==> config.mk <==
export PLATFORM = sky130hd
export DESIGN_NAME = radial_spotlight_luminance_unit
export DESIGN_NICKNAME = d
export VERILOG_FILES = /design/src/rtl/rsl_pkg.sv /design/src/rtl/rsl_front.sv /design/src/rtl/rsl_sqrt_cell.sv /design/src/rtl/rsl_scale.sv /design/src/rtl/radial_spotlight_luminance_unit.sv
export SDC_FILE = /design/constraint.sdc
export NUM_CORES = 2
export LEC_CHECK = 0
export BUFFER_PORTS_ARGS = -buffer_cell sky130_fd_sc_hd__buf_2
export CORE_MARGIN = 10
export CORE_UTILIZATION = 55
export CTS_BUF_LIST = sky130_fd_sc_hd__clkbuf_8
export DETAILED_ROUTE_END_ITERATION = 8
export PLACE_DENSITY = 0.81
export SLEW_MARGIN = 20
export SYNTH_ARGS = -nofsm -noshare
export SYNTH_HDL_FRONTEND = slang
export SYNTH_SLANG_ARGS = --single-unit
==> constraint.sdc <==
create_clock -name clk_i -period 15 [get_ports clk_i]
set_input_delay 3 -clock clk_i [delete_from_list [all_inputs] [get_ports clk_i]]
set_output_delay 3 -clock clk_i [all_outputs]
set_load 0.1 [all_outputs]
==> src/rtl/rsl_pkg.sv <==
// rsl_pkg: shared constants and codes for the radial spotlight luminance unit
// used by every module under rtl; depends on nothing

package rsl_pkg;

  // default widths of coordinates and luminance
  localparam int COORD_BITS_DEF = 12;
  localparam int LUM_BITS_DEF   = 16;

  // distance format: pixels with four fraction bits
  localparam int FRAC_BITS = 4;

  // root width: the limit of 160 px in sixteenths is 2560, below 2^12
  localparam int ROOT_W = 12;
  // radicand is two bits per root bit
  localparam int RAD_W  = 2 * ROOT_W;
  // partial remainder with room for two shifted-in bits
  localparam int REM_W  = ROOT_W + 3;

  // squared distance at which the limit is reached: 160 * 160
  localparam int SAT_SQ    = 25600;
  // unsaturated squared distance is below SAT_SQ and fits in this many bits
  localparam int SQ_KEEP_W = 15;

  // distance limit and full scale of the falloff, in sixteenths of a pixel
  localparam logic [ROOT_W-1:0] DIST_LIMIT_Q = 12'd2560;
  localparam logic [ROOT_W-1:0] FULL_SCALE_Q = 12'd3200;

  // full scale split as 25 << 7 for the constant divide
  localparam int SCALE_SHIFT = 7;
  localparam int SCALE_ODD   = 25;

  // configuration register index
  localparam int CFG_IDX_W = 2;

  typedef enum logic [CFG_IDX_W-1:0] {
    CFG_CENTER_X = 2'd0,
    CFG_CENTER_Y = 2'd1
  } cfg_reg_e;

endpackage

==> src/rtl/rsl_front.sv <==
// rsl_front: distance front end, abs differences, squares, sum and limit check
// three pipeline stages; depends on rsl_pkg

module rsl_front #(
  parameter int COORD_BITS = rsl_pkg::COORD_BITS_DEF,
  parameter int LUM_BITS   = rsl_pkg::LUM_BITS_DEF
) (
  input  logic                     clk_i,
  input  logic                     rst_ni,
  input  logic                     valid_i,
  output logic                     ready_o,
  input  logic [COORD_BITS-1:0]    pixel_x_i,
  input  logic [COORD_BITS-1:0]    pixel_y_i,
  input  logic [LUM_BITS-1:0]      lum_i,
  input  logic [COORD_BITS-1:0]    center_x_i,
  input  logic [COORD_BITS-1:0]    center_y_i,
  output logic                     valid_o,
  input  logic                     ready_i,
  output logic [rsl_pkg::RAD_W-1:0] rad_o,
  output logic                     sat_o,
  output logic [LUM_BITS-1:0]      lum_o
);

  localparam int SQ_W = 2 * COORD_BITS + 1;
  localparam int PR_W = 2 * COORD_BITS;

  logic [2:0]            v_q;
  logic [3:0]            rdy;

  logic [COORD_BITS-1:0] dx_q, dy_q, dx_d, dy_d;
  logic [LUM_BITS-1:0]   lum0_q, lum1_q, lum2_q;
  logic [PR_W-1:0]       sqx_q, sqy_q;
  logic [SQ_W-1:0]       sum;
  logic [rsl_pkg::RAD_W-1:0] rad_q;
  logic                  sat_q;

  // stage ready chain: a stage moves when it is empty or its successor moves
  always_comb begin
    rdy[3] = ready_i;
    for (int k = 2; k >= 0; k--) begin
      rdy[k] = !v_q[k] || rdy[k+1];
    end
  end

  assign ready_o = rdy[0];
  assign valid_o = v_q[2];

  // absolute coordinate differences
  always_comb begin
    dx_d = (pixel_x_i >= center_x_i) ? pixel_x_i - center_x_i : center_x_i - pixel_x_i;
    dy_d = (pixel_y_i >= center_y_i) ? pixel_y_i - center_y_i : center_y_i - pixel_y_i;
  end

  // squared distance and limit check
  assign sum = SQ_W'(sqx_q) + SQ_W'(sqy_q);

  // stage valids
  always_ff @(posedge clk_i or negedge rst_ni) begin
    if (!rst_ni) begin
      v_q <= '0;
    end else begin
      if (rdy[0]) v_q[0] <= valid_i;
      if (rdy[1]) v_q[1] <= v_q[0];
      if (rdy[2]) v_q[2] <= v_q[1];
    end
  end

  // stage payloads
  always_ff @(posedge clk_i) begin
    if (rdy[0] && valid_i) begin
      dx_q   <= dx_d;
      dy_q   <= dy_d;
      lum0_q <= lum_i;
    end
    if (rdy[1] && v_q[0]) begin
      sqx_q  <= dx_q * dx_q;
      sqy_q  <= dy_q * dy_q;
      lum1_q <= lum0_q;
    end
    if (rdy[2] && v_q[1]) begin
      sat_q  <= (sum >= SQ_W'(rsl_pkg::SAT_SQ));
      rad_q  <= rsl_pkg::RAD_W'({sum[rsl_pkg::SQ_KEEP_W-1:0],
                                 (2 * rsl_pkg::FRAC_BITS)'(0)});
      lum2_q <= lum1_q;
    end
  end

  assign rad_o = rad_q;
  assign sat_o = sat_q;
  assign lum_o = lum2_q;

endmodule

==> src/rtl/rsl_sqrt_cell.sv <==
// rsl_sqrt_cell: one cell of the square root chain, settles one root bit
// registered with its own valid and ready; depends on rsl_pkg

module rsl_sqrt_cell #(
  parameter int BIT    = 0,
  parameter int SIDE_W = rsl_pkg::LUM_BITS_DEF + 1
) (
  input  logic                       clk_i,
  input  logic                       rst_ni,
  input  logic                       valid_i,
  output logic                       ready_o,
  input  logic [rsl_pkg::RAD_W-1:0]  rad_i,
  input  logic [rsl_pkg::REM_W-1:0]  rem_i,
  input  logic [rsl_pkg::ROOT_W-1:0] root_i,
  input  logic [SIDE_W-1:0]          side_i,
  output logic                       valid_o,
  input  logic                       ready_i,
  output logic [rsl_pkg::RAD_W-1:0]  rad_o,
  output logic [rsl_pkg::REM_W-1:0]  rem_o,
  output logic [rsl_pkg::ROOT_W-1:0] root_o,
  output logic [SIDE_W-1:0]          side_o
);

  localparam int REM_W  = rsl_pkg::REM_W;
  localparam int ROOT_W = rsl_pkg::ROOT_W;

  logic                      valid_q;
  logic [rsl_pkg::RAD_W-1:0] rad_q;
  logic [REM_W-1:0]          rem_q, rem_d, rem_sh, trial;
  logic [ROOT_W-1:0]         root_q, root_d;
  logic [SIDE_W-1:0]         side_q;
  logic                      take;

  assign ready_o = !valid_q || ready_i;

  // bring down two radicand bits and try root*4+1
  always_comb begin
    rem_sh = {rem_i[REM_W-3:0], rad_i[2*BIT+1 -: 2]};
    trial  = REM_W'({root_i, 2'b01});
    take   = (rem_sh >= trial);
    rem_d  = take ? rem_sh - trial : rem_sh;
    root_d = {root_i[ROOT_W-2:0], take};
  end

  always_ff @(posedge clk_i or negedge rst_ni) begin
    if (!rst_ni) begin
      valid_q <= 1'b0;
    end else if (ready_o) begin
      valid_q <= valid_i;
    end
  end

  always_ff @(posedge clk_i) begin
    if (ready_o && valid_i) begin
      rad_q  <= rad_i;
      rem_q  <= rem_d;
      root_q <= root_d;
      side_q <= side_i;
    end
  end

  assign valid_o = valid_q;
  assign rad_o   = rad_q;
  assign rem_o   = rem_q;
  assign root_o  = root_q;
  assign side_o  = side_q;

endmodule

==> src/rtl/rsl_scale.sv <==
// rsl_scale: luminance falloff, lum * (3200 - d16) / 3200 truncated
// product, reciprocal multiply, correction and output register; depends on rsl_pkg

module rsl_scale #(
  parameter int LUM_BITS = rsl_pkg::LUM_BITS_DEF
) (
  input  logic                       clk_i,
  input  logic                       rst_ni,
  input  logic                       valid_i,
  output logic                       ready_o,
  input  logic [rsl_pkg::ROOT_W-1:0] d16_i,
  input  logic                       sat_i,
  input  logic [LUM_BITS-1:0]        lum_i,
  output logic                       valid_o,
  input  logic                       ready_i,
  output logic [LUM_BITS-1:0]        lum_out_o,
  output logic                       sat_o
);

  localparam int PROD_W  = LUM_BITS + rsl_pkg::ROOT_W;
  localparam int Q_W     = PROD_W - rsl_pkg::SCALE_SHIFT;
  localparam int K       = Q_W + 1;
  localparam int RECIP_W = K - 4;
  localparam int EST_W   = Q_W + RECIP_W - K;
  localparam logic [RECIP_W-1:0] RECIP = RECIP_W'((64'd1 << K) / 64'd25);

  logic [2:0]               v_q;
  logic [3:0]               rdy;
  logic [PROD_W-1:0]        prod_q;
  logic [Q_W-1:0]           q_q;
  logic [Q_W+RECIP_W-1:0]   est_full_q;
  logic [1:0]               sat_q;
  logic                     sat_out_q;
  logic [EST_W-1:0]         est;
  logic [Q_W-1:0]           rem;
  logic                     corr;
  logic [LUM_BITS-1:0]      lum_out_q;

  always_comb begin
    rdy[3] = ready_i;
    for (int k = 2; k >= 0; k--) begin
      rdy[k] = !v_q[k] || rdy[k+1];
    end
  end

  assign ready_o = rdy[0];
  assign valid_o = v_q[2];

  // quotient estimate is low by at most one, fix with the remainder
  always_comb begin
    est  = est_full_q[Q_W+RECIP_W-1:K];
    rem  = q_q - Q_W'(Q_W'(est) * Q_W'(rsl_pkg::SCALE_ODD));
    corr = (rem >= Q_W'(rsl_pkg::SCALE_ODD));
  end

  always_ff @(posedge clk_i or negedge rst_ni) begin
    if (!rst_ni) begin
      v_q <= '0;
    end else begin
      if (rdy[0]) v_q[0] <= valid_i;
      if (rdy[1]) v_q[1] <= v_q[0];
      if (rdy[2]) v_q[2] <= v_q[1];
    end
  end

  always_ff @(posedge clk_i) begin
    // lum times remaining factor in sixteenths
    if (rdy[0] && valid_i) begin
      prod_q   <= PROD_W'(lum_i) * PROD_W'(rsl_pkg::FULL_SCALE_Q - d16_i);
      sat_q[0] <= sat_i;
    end
    // drop the power of two, multiply by the reciprocal of 25
    if (rdy[1] && v_q[0]) begin
      q_q        <= prod_q[PROD_W-1:rsl_pkg::SCALE_SHIFT];
      est_full_q <= prod_q[PROD_W-1:rsl_pkg::SCALE_SHIFT] * RECIP;
      sat_q[1]   <= sat_q[0];
    end
    // output register
    if (rdy[2] && v_q[1]) begin
      lum_out_q <= LUM_BITS'(est) + LUM_BITS'(corr);
      sat_out_q <= sat_q[1];
    end
  end

  assign lum_out_o = lum_out_q;
  assign sat_o     = sat_out_q;

endmodule

==> src/rtl/radial_spotlight_luminance_unit.sv <==
// radial_spotlight_luminance_unit: top level of the radial vignette luminance falloff
// uses rsl_pkg, rsl_front, rsl_sqrt_cell and rsl_scale
//
//   channel  direction  handshake                  payload
//   in       input      in_valid_i / in_stall_o    pixel_x_i, pixel_y_i, lum_in_i
//   out      output     out_valid_o / out_stall_i  lum_out_o, dist_saturated_o
//   cfg      input      cfg_we_i                   cfg_idx_i, cfg_data_i
//
// one item per cycle sustained while out_stall_i is low; stages: three front stages, one square
// root cell per distance bit (12 cells), three scale stages incl. the output register
// every stage has its own valid, so bubbles are squeezed out under output stall
// reset clears all stage valids and both center registers, no clearing pass
// in_stall_o rises only when every stage is full and the output is stalled

module radial_spotlight_luminance_unit #(
  parameter int COORD_BITS = rsl_pkg::COORD_BITS_DEF,
  parameter int LUM_BITS   = rsl_pkg::LUM_BITS_DEF
) (
  input  logic                          clk_i,
  input  logic                          rst_ni,
  input  logic                          in_valid_i,
  output logic                          in_stall_o,
  input  logic [COORD_BITS-1:0]         pixel_x_i,
  input  logic [COORD_BITS-1:0]         pixel_y_i,
  input  logic [LUM_BITS-1:0]           lum_in_i,
  output logic                          out_valid_o,
  input  logic                          out_stall_i,
  output logic [LUM_BITS-1:0]           lum_out_o,
  output logic                          dist_saturated_o,
  input  logic                          cfg_we_i,
  input  logic [rsl_pkg::CFG_IDX_W-1:0] cfg_idx_i,
  input  logic [COORD_BITS-1:0]         cfg_data_i
);

  localparam int ROOT_W = rsl_pkg::ROOT_W;
  localparam int SIDE_W = LUM_BITS + 1;

  logic [COORD_BITS-1:0] center_x_q, center_y_q;

  logic                      front_ready;
  logic                      front_valid;
  logic [rsl_pkg::RAD_W-1:0] front_rad;
  logic                      front_sat;
  logic [LUM_BITS-1:0]       front_lum;

  logic                      cell_valid [ROOT_W+1];
  logic                      cell_ready [ROOT_W+1];
  logic [rsl_pkg::RAD_W-1:0] cell_rad   [ROOT_W+1];
  logic [rsl_pkg::REM_W-1:0] cell_rem   [ROOT_W+1];
  logic [ROOT_W-1:0]         cell_root  [ROOT_W+1];
  logic [SIDE_W-1:0]         cell_side  [ROOT_W+1];

  logic                      sq_sat;
  logic [ROOT_W-1:0]         d16;

  // configuration registers
  always_ff @(posedge clk_i or negedge rst_ni) begin
    if (!rst_ni) begin
      center_x_q <= '0;
      center_y_q <= '0;
    end else if (cfg_we_i) begin
      case (cfg_idx_i)
        rsl_pkg::CFG_CENTER_X: center_x_q <= cfg_data_i;
        rsl_pkg::CFG_CENTER_Y: center_y_q <= cfg_data_i;
        default: ;
      endcase
    end
  end

  // differences, squares and limit check
  rsl_front #(
    .COORD_BITS (COORD_BITS),
    .LUM_BITS   (LUM_BITS)
  ) u_front (
    .clk_i      (clk_i),
    .rst_ni     (rst_ni),
    .valid_i    (in_valid_i),
    .ready_o    (front_ready),
    .pixel_x_i  (pixel_x_i),
    .pixel_y_i  (pixel_y_i),
    .lum_i      (lum_in_i),
    .center_x_i (center_x_q),
    .center_y_i (center_y_q),
    .valid_o    (front_valid),
    .ready_i    (cell_ready[0]),
    .rad_o      (front_rad),
    .sat_o      (front_sat),
    .lum_o      (front_lum)
  );

  assign in_stall_o = !front_ready;

  // chain head
  assign cell_valid[0] = front_valid;
  assign cell_rad[0]   = front_rad;
  assign cell_rem[0]   = '0;
  assign cell_root[0]  = '0;
  assign cell_side[0]  = {front_sat, front_lum};

  // square root chain, most significant root bit first
  for (genvar i = 0; i < ROOT_W; i++) begin : g_cell
    rsl_sqrt_cell #(
      .BIT    (ROOT_W - 1 - i),
      .SIDE_W (SIDE_W)
    ) u_cell (
      .clk_i   (clk_i),
      .rst_ni  (rst_ni),
      .valid_i (cell_valid[i]),
      .ready_o (cell_ready[i]),
      .rad_i   (cell_rad[i]),
      .rem_i   (cell_rem[i]),
      .root_i  (cell_root[i]),
      .side_i  (cell_side[i]),
      .valid_o (cell_valid[i+1]),
      .ready_i (cell_ready[i+1]),
      .rad_o   (cell_rad[i+1]),
      .rem_o   (cell_rem[i+1]),
      .root_o  (cell_root[i+1]),
      .side_o  (cell_side[i+1])
    );
  end

  // saturated distance is pinned to the limit
  assign sq_sat = cell_side[ROOT_W][SIDE_W-1];
  assign d16    = sq_sat ? rsl_pkg::DIST_LIMIT_Q : cell_root[ROOT_W];

  rsl_scale #(
    .LUM_BITS (LUM_BITS)
  ) u_scale (
    .clk_i     (clk_i),
    .rst_ni    (rst_ni),
    .valid_i   (cell_valid[ROOT_W]),
    .ready_o   (cell_ready[ROOT_W]),
    .d16_i     (d16),
    .sat_i     (sq_sat),
    .lum_i     (cell_side[ROOT_W][LUM_BITS-1:0]),
    .valid_o   (out_valid_o),
    .ready_i   (!out_stall_i),
    .lum_out_o (lum_out_o),
    .sat_o     (dist_saturated_o)
  );

  // unsaturated root stays below the limit
  a_root_below_limit: assert property (@(posedge clk_i) disable iff (!rst_ni)
    cell_valid[ROOT_W] && !sq_sat |-> cell_root[ROOT_W] < rsl_pkg::DIST_LIMIT_Q)
    else $error("square root reached the limit without saturation");

  // input backs up only behind a stalled, full pipeline
  a_stall_needs_output_stall: assert property (@(posedge clk_i) disable iff (!rst_ni)
    in_stall_o |-> out_valid_o && out_stall_i)
    else $error("input stalled while output is free");

  // a center x write lands
  a_cfg_center_x: assert property (@(posedge clk_i) disable iff (!rst_ni)
    cfg_we_i && cfg_idx_i == rsl_pkg::CFG_CENTER_X |=> center_x_q == $past(cfg_data_i))
    else $error("center x write lost");

endmodule
==> summary.md <==
| Metric | Value |
|---|---|
| Slew @ Worst Pin | about 1.1 ns |
| Most instantiated cells after synthesis | inv_1, edfxtp_1, ha_1, fa_1, nand2_1 |
| Netlist cell types | 82 |
| Crit-path slowest cell | nor2b_1 |
| # rows | around 110 |
| Die area | between 100000 and 150000 µm² |
| Tmin final | just under 9 ns |
| Postcts setup bufs | 0 |
| Vias in the first global route | 34800 |
| # Max-Cap Violations | 0 |
| Mapped Avg Cell Area | 11.9 µm² |
| GP Congestion | between 0.8 and 0.9 |
| Critical Path Fanout Max | 16 |
| Fraction of registers with async set/reset | under 10% |
| Crit path capture type | flop |
| First drt pass iteration count | 5 |
| Resized Gates After CTS | 0 |
| Die Y | 332 µm |
| Yosys reg bits | a little over 700 |
| Max clock buf depth | 3 |
| GRT Residual Overflow | 0 |
| RSZ-0062 raised after global routing | no |
| Worst stage delay on the critical path | 0.73 ns |
| Most used cell, CP | fa_1 |
| # IOs | 78 |
| Hold Buf Count CTS | 0 |
| Number of port buffers | a little under 80 |
| Initial Util | between 50% and 60% |
| WS Path Type | reg2reg |
| Synth Cell Area | 53500 µm² |
| Worst Path Buf+Inv | 4 |
| Root buffer cell | clkbuf_8 |
| Type of the most critical hold path | reg2reg |
| Nets@finish | 5784 |
| CTS tree | yes |
| Total stage count of the critical path | 27 |
| Slew Viols, Final | 0 |
| DRC Markers | 0 |
| Clock latency on the worst-skew pair | around 0.79 ns |
| H-tree depth reported by CTS | 3 |
| WHS | ~0.4 ns |
| Clock Pin Slew Worst Setup and Hold Paths | about 0.060 ns |
| DR iter-0 viols | 1982 |
| Final period util | roughly 60% |
| Post-synth top area share | a little under two fifths |
| Crit path max-delay family | adder cells |
| Slew HR | a little under a quarter |
| Synth area leader | edfxtp_1 |
| Critical Path RT | ~16 ns |
| Clk sinks | around 720 |
| Global-route wire length before repair | roughly 170000 µm |
| Detailed-route via count | approximately 32000 |
| Syn_nets | 5653 |
| Hold Vio Cnt, Final | 0 |
| Setup Viol. Count Final | 0 |
| DRT antenna net count | 0 |
| Final clock skew | a little under 0.06 ns |
| Share of cells above drive strength 1 | under 10% |
| Sequential share of the synthesized area | between 30% and 40% |
| Max Clk Rate | roughly 0.11 GHz |
| WL per Instance | 16.3 µm |
| Placeable Area | roughly 97000 µm² |
| Vias per cell | 5.35 |
| Global-route usage over all layers | between 10% and 20% |
| Crit path DAT | ~9.5 ns |
| Initial antenna violation count | 2 |
| Fill count | ~7300 |
| Post-synth EDFFs | between 600 and 700 |
| Worst Hold Depth | 0 |
| Mapped Cells | 4487 |
| WL final | slightly below 100000 µm |
| Synth warn | 0 |
| Die W | 332 µm |
| Hpwl dp | between 70000 and 80000 µm |
| P&R area growth vs syn | 8.00% |
| Cell with the most instances after synthesis | inv_1 |
| Status | completed |
| Final setup TNS | 0 ns |
| Dominant synthesized flop cell | edfxtp_1 |
| Synth area leaders | edfxtp_1, fa_1, ha_1 |
| R2R depth | 27 |
| Largest net degree at the start of global routing | between 60 and 70 |
| CTS Buf Count | 114 |
| Startpoint Class | flop |
flip-flops by register name, summed over array words and instances (netlist names), 15 cells and up:
signal and cells:
u_front.lum_o 16, u_front.sqy_q 23, u_scale.est_full_q 17, g_cell.u_cell.rem_o 123, u_front.lum1_q 16, u_front.lum0_q 16, u_scale.lum_out_o 16, g_cell.u_cell.root_o 78
u_scale.prod_q 21, u_front.sqx_q 23, u_scale.q_q 21, g_cell.u_cell.rad_o 56, u_front.rad_o 15, g_cell.u_cell.side_o 204
per-stage QoR:
stage          worst slack, ns  area [µm²]  instances  util, %
2_1_floorplan             7.44       53500       4487        -
3_3_place_gp              6.14       55400       5778     57.4
3_5_place_dp              5.81       55400       5778     57.4
4_1_cts                   5.69       57700       5993     59.8
5_1_grt                   5.41       57700       5995     59.8
6_report                  6.05       57700       5995     59.8
cells in the final DEF (no fill, tap or decap), types with 40 or more instances in the layout:
cell type / instances
nor3_1: 72
inv_1: 852
mux2_2: 40
xnor2_1: 148
nand2_1: 274
and2_1: 210
edfxtp_1: 673
nand2b_1: 50
o21ai_0: 112
ha_1: 562
clkbuf_8: 119
fa_1: 545
a21oi_1: 141
a21o_1: 64
buf_2: 77
nand3_1: 40
dfrtp_1: 42
xor2_1: 84
nor2_1: 132
cell type report:
type                    instances  area [µm²]  area share, %
multi-input cells            2869       28900           50.1
flip-flops and latches        715       21300           36.8
clock inverters                96         694           1.20
repair buffers                102         573          0.992
inverters                     816        3060           5.30
well taps                    1276        1600           2.76
diodes                          2        5.00        0.00867
clock buffers                 119        1640           2.84
layer usage:
metal / up-vias / global-route usage [%] / share of wire [%]
met2: 725 / 32.6 / 52
met4: 0 / 5.69 / 2.5
met5: - / 0 / 0
met3: 190 / 2.66 / 4.6
met1: 15900 / 22.2 / 41
li1: 15200 / - / -
final timing paths:
kind	from	endpoint	slack (ns)
setup reg to reg	g_cell[11].u_cell.side_o[16]	u_scale.prod_q[26]	6.05
hold / removal	g_cell[5].u_cell.rad_o[8]	g_cell[6].u_cell.rad_o[8]	0.41
setup / recovery	g_cell[11].u_cell.side_o[16]	u_scale.prod_q[26]	6.05
min in group asynchronous	rst_ni	u_front.v_q[0]	2.32
max in group asynchronous	rst_ni	g_cell[11].u_cell.valid_o	12.20
hold reg to reg	g_cell[5].u_cell.rad_o[8]	g_cell[6].u_cell.rad_o[8]	0.41
cell families (layout without fill, tap and decap cells):
logic type / after synthesis / in the layout / share of synthesized area [%]
AOI/OAI and AO/OA: 506 / 506 / 6.10
xor gates and xnor gates: 232 / 232 / 3.80
adders and majority gates: 1107 / 1107 / 33.6
buffers and inverters: 903 / 1133 / 6.36
DFF: 715 / 715 / 39.8
muxes: 57 / 57 / 1.16
other: 1 / 3 / 0.00701
and+or+nand+nor: 966 / 966 / 9.26
Power is left out: the tool's default activity adds up to more than one toggle a clock period on the data nets, which glitch-free logic cannot reach.
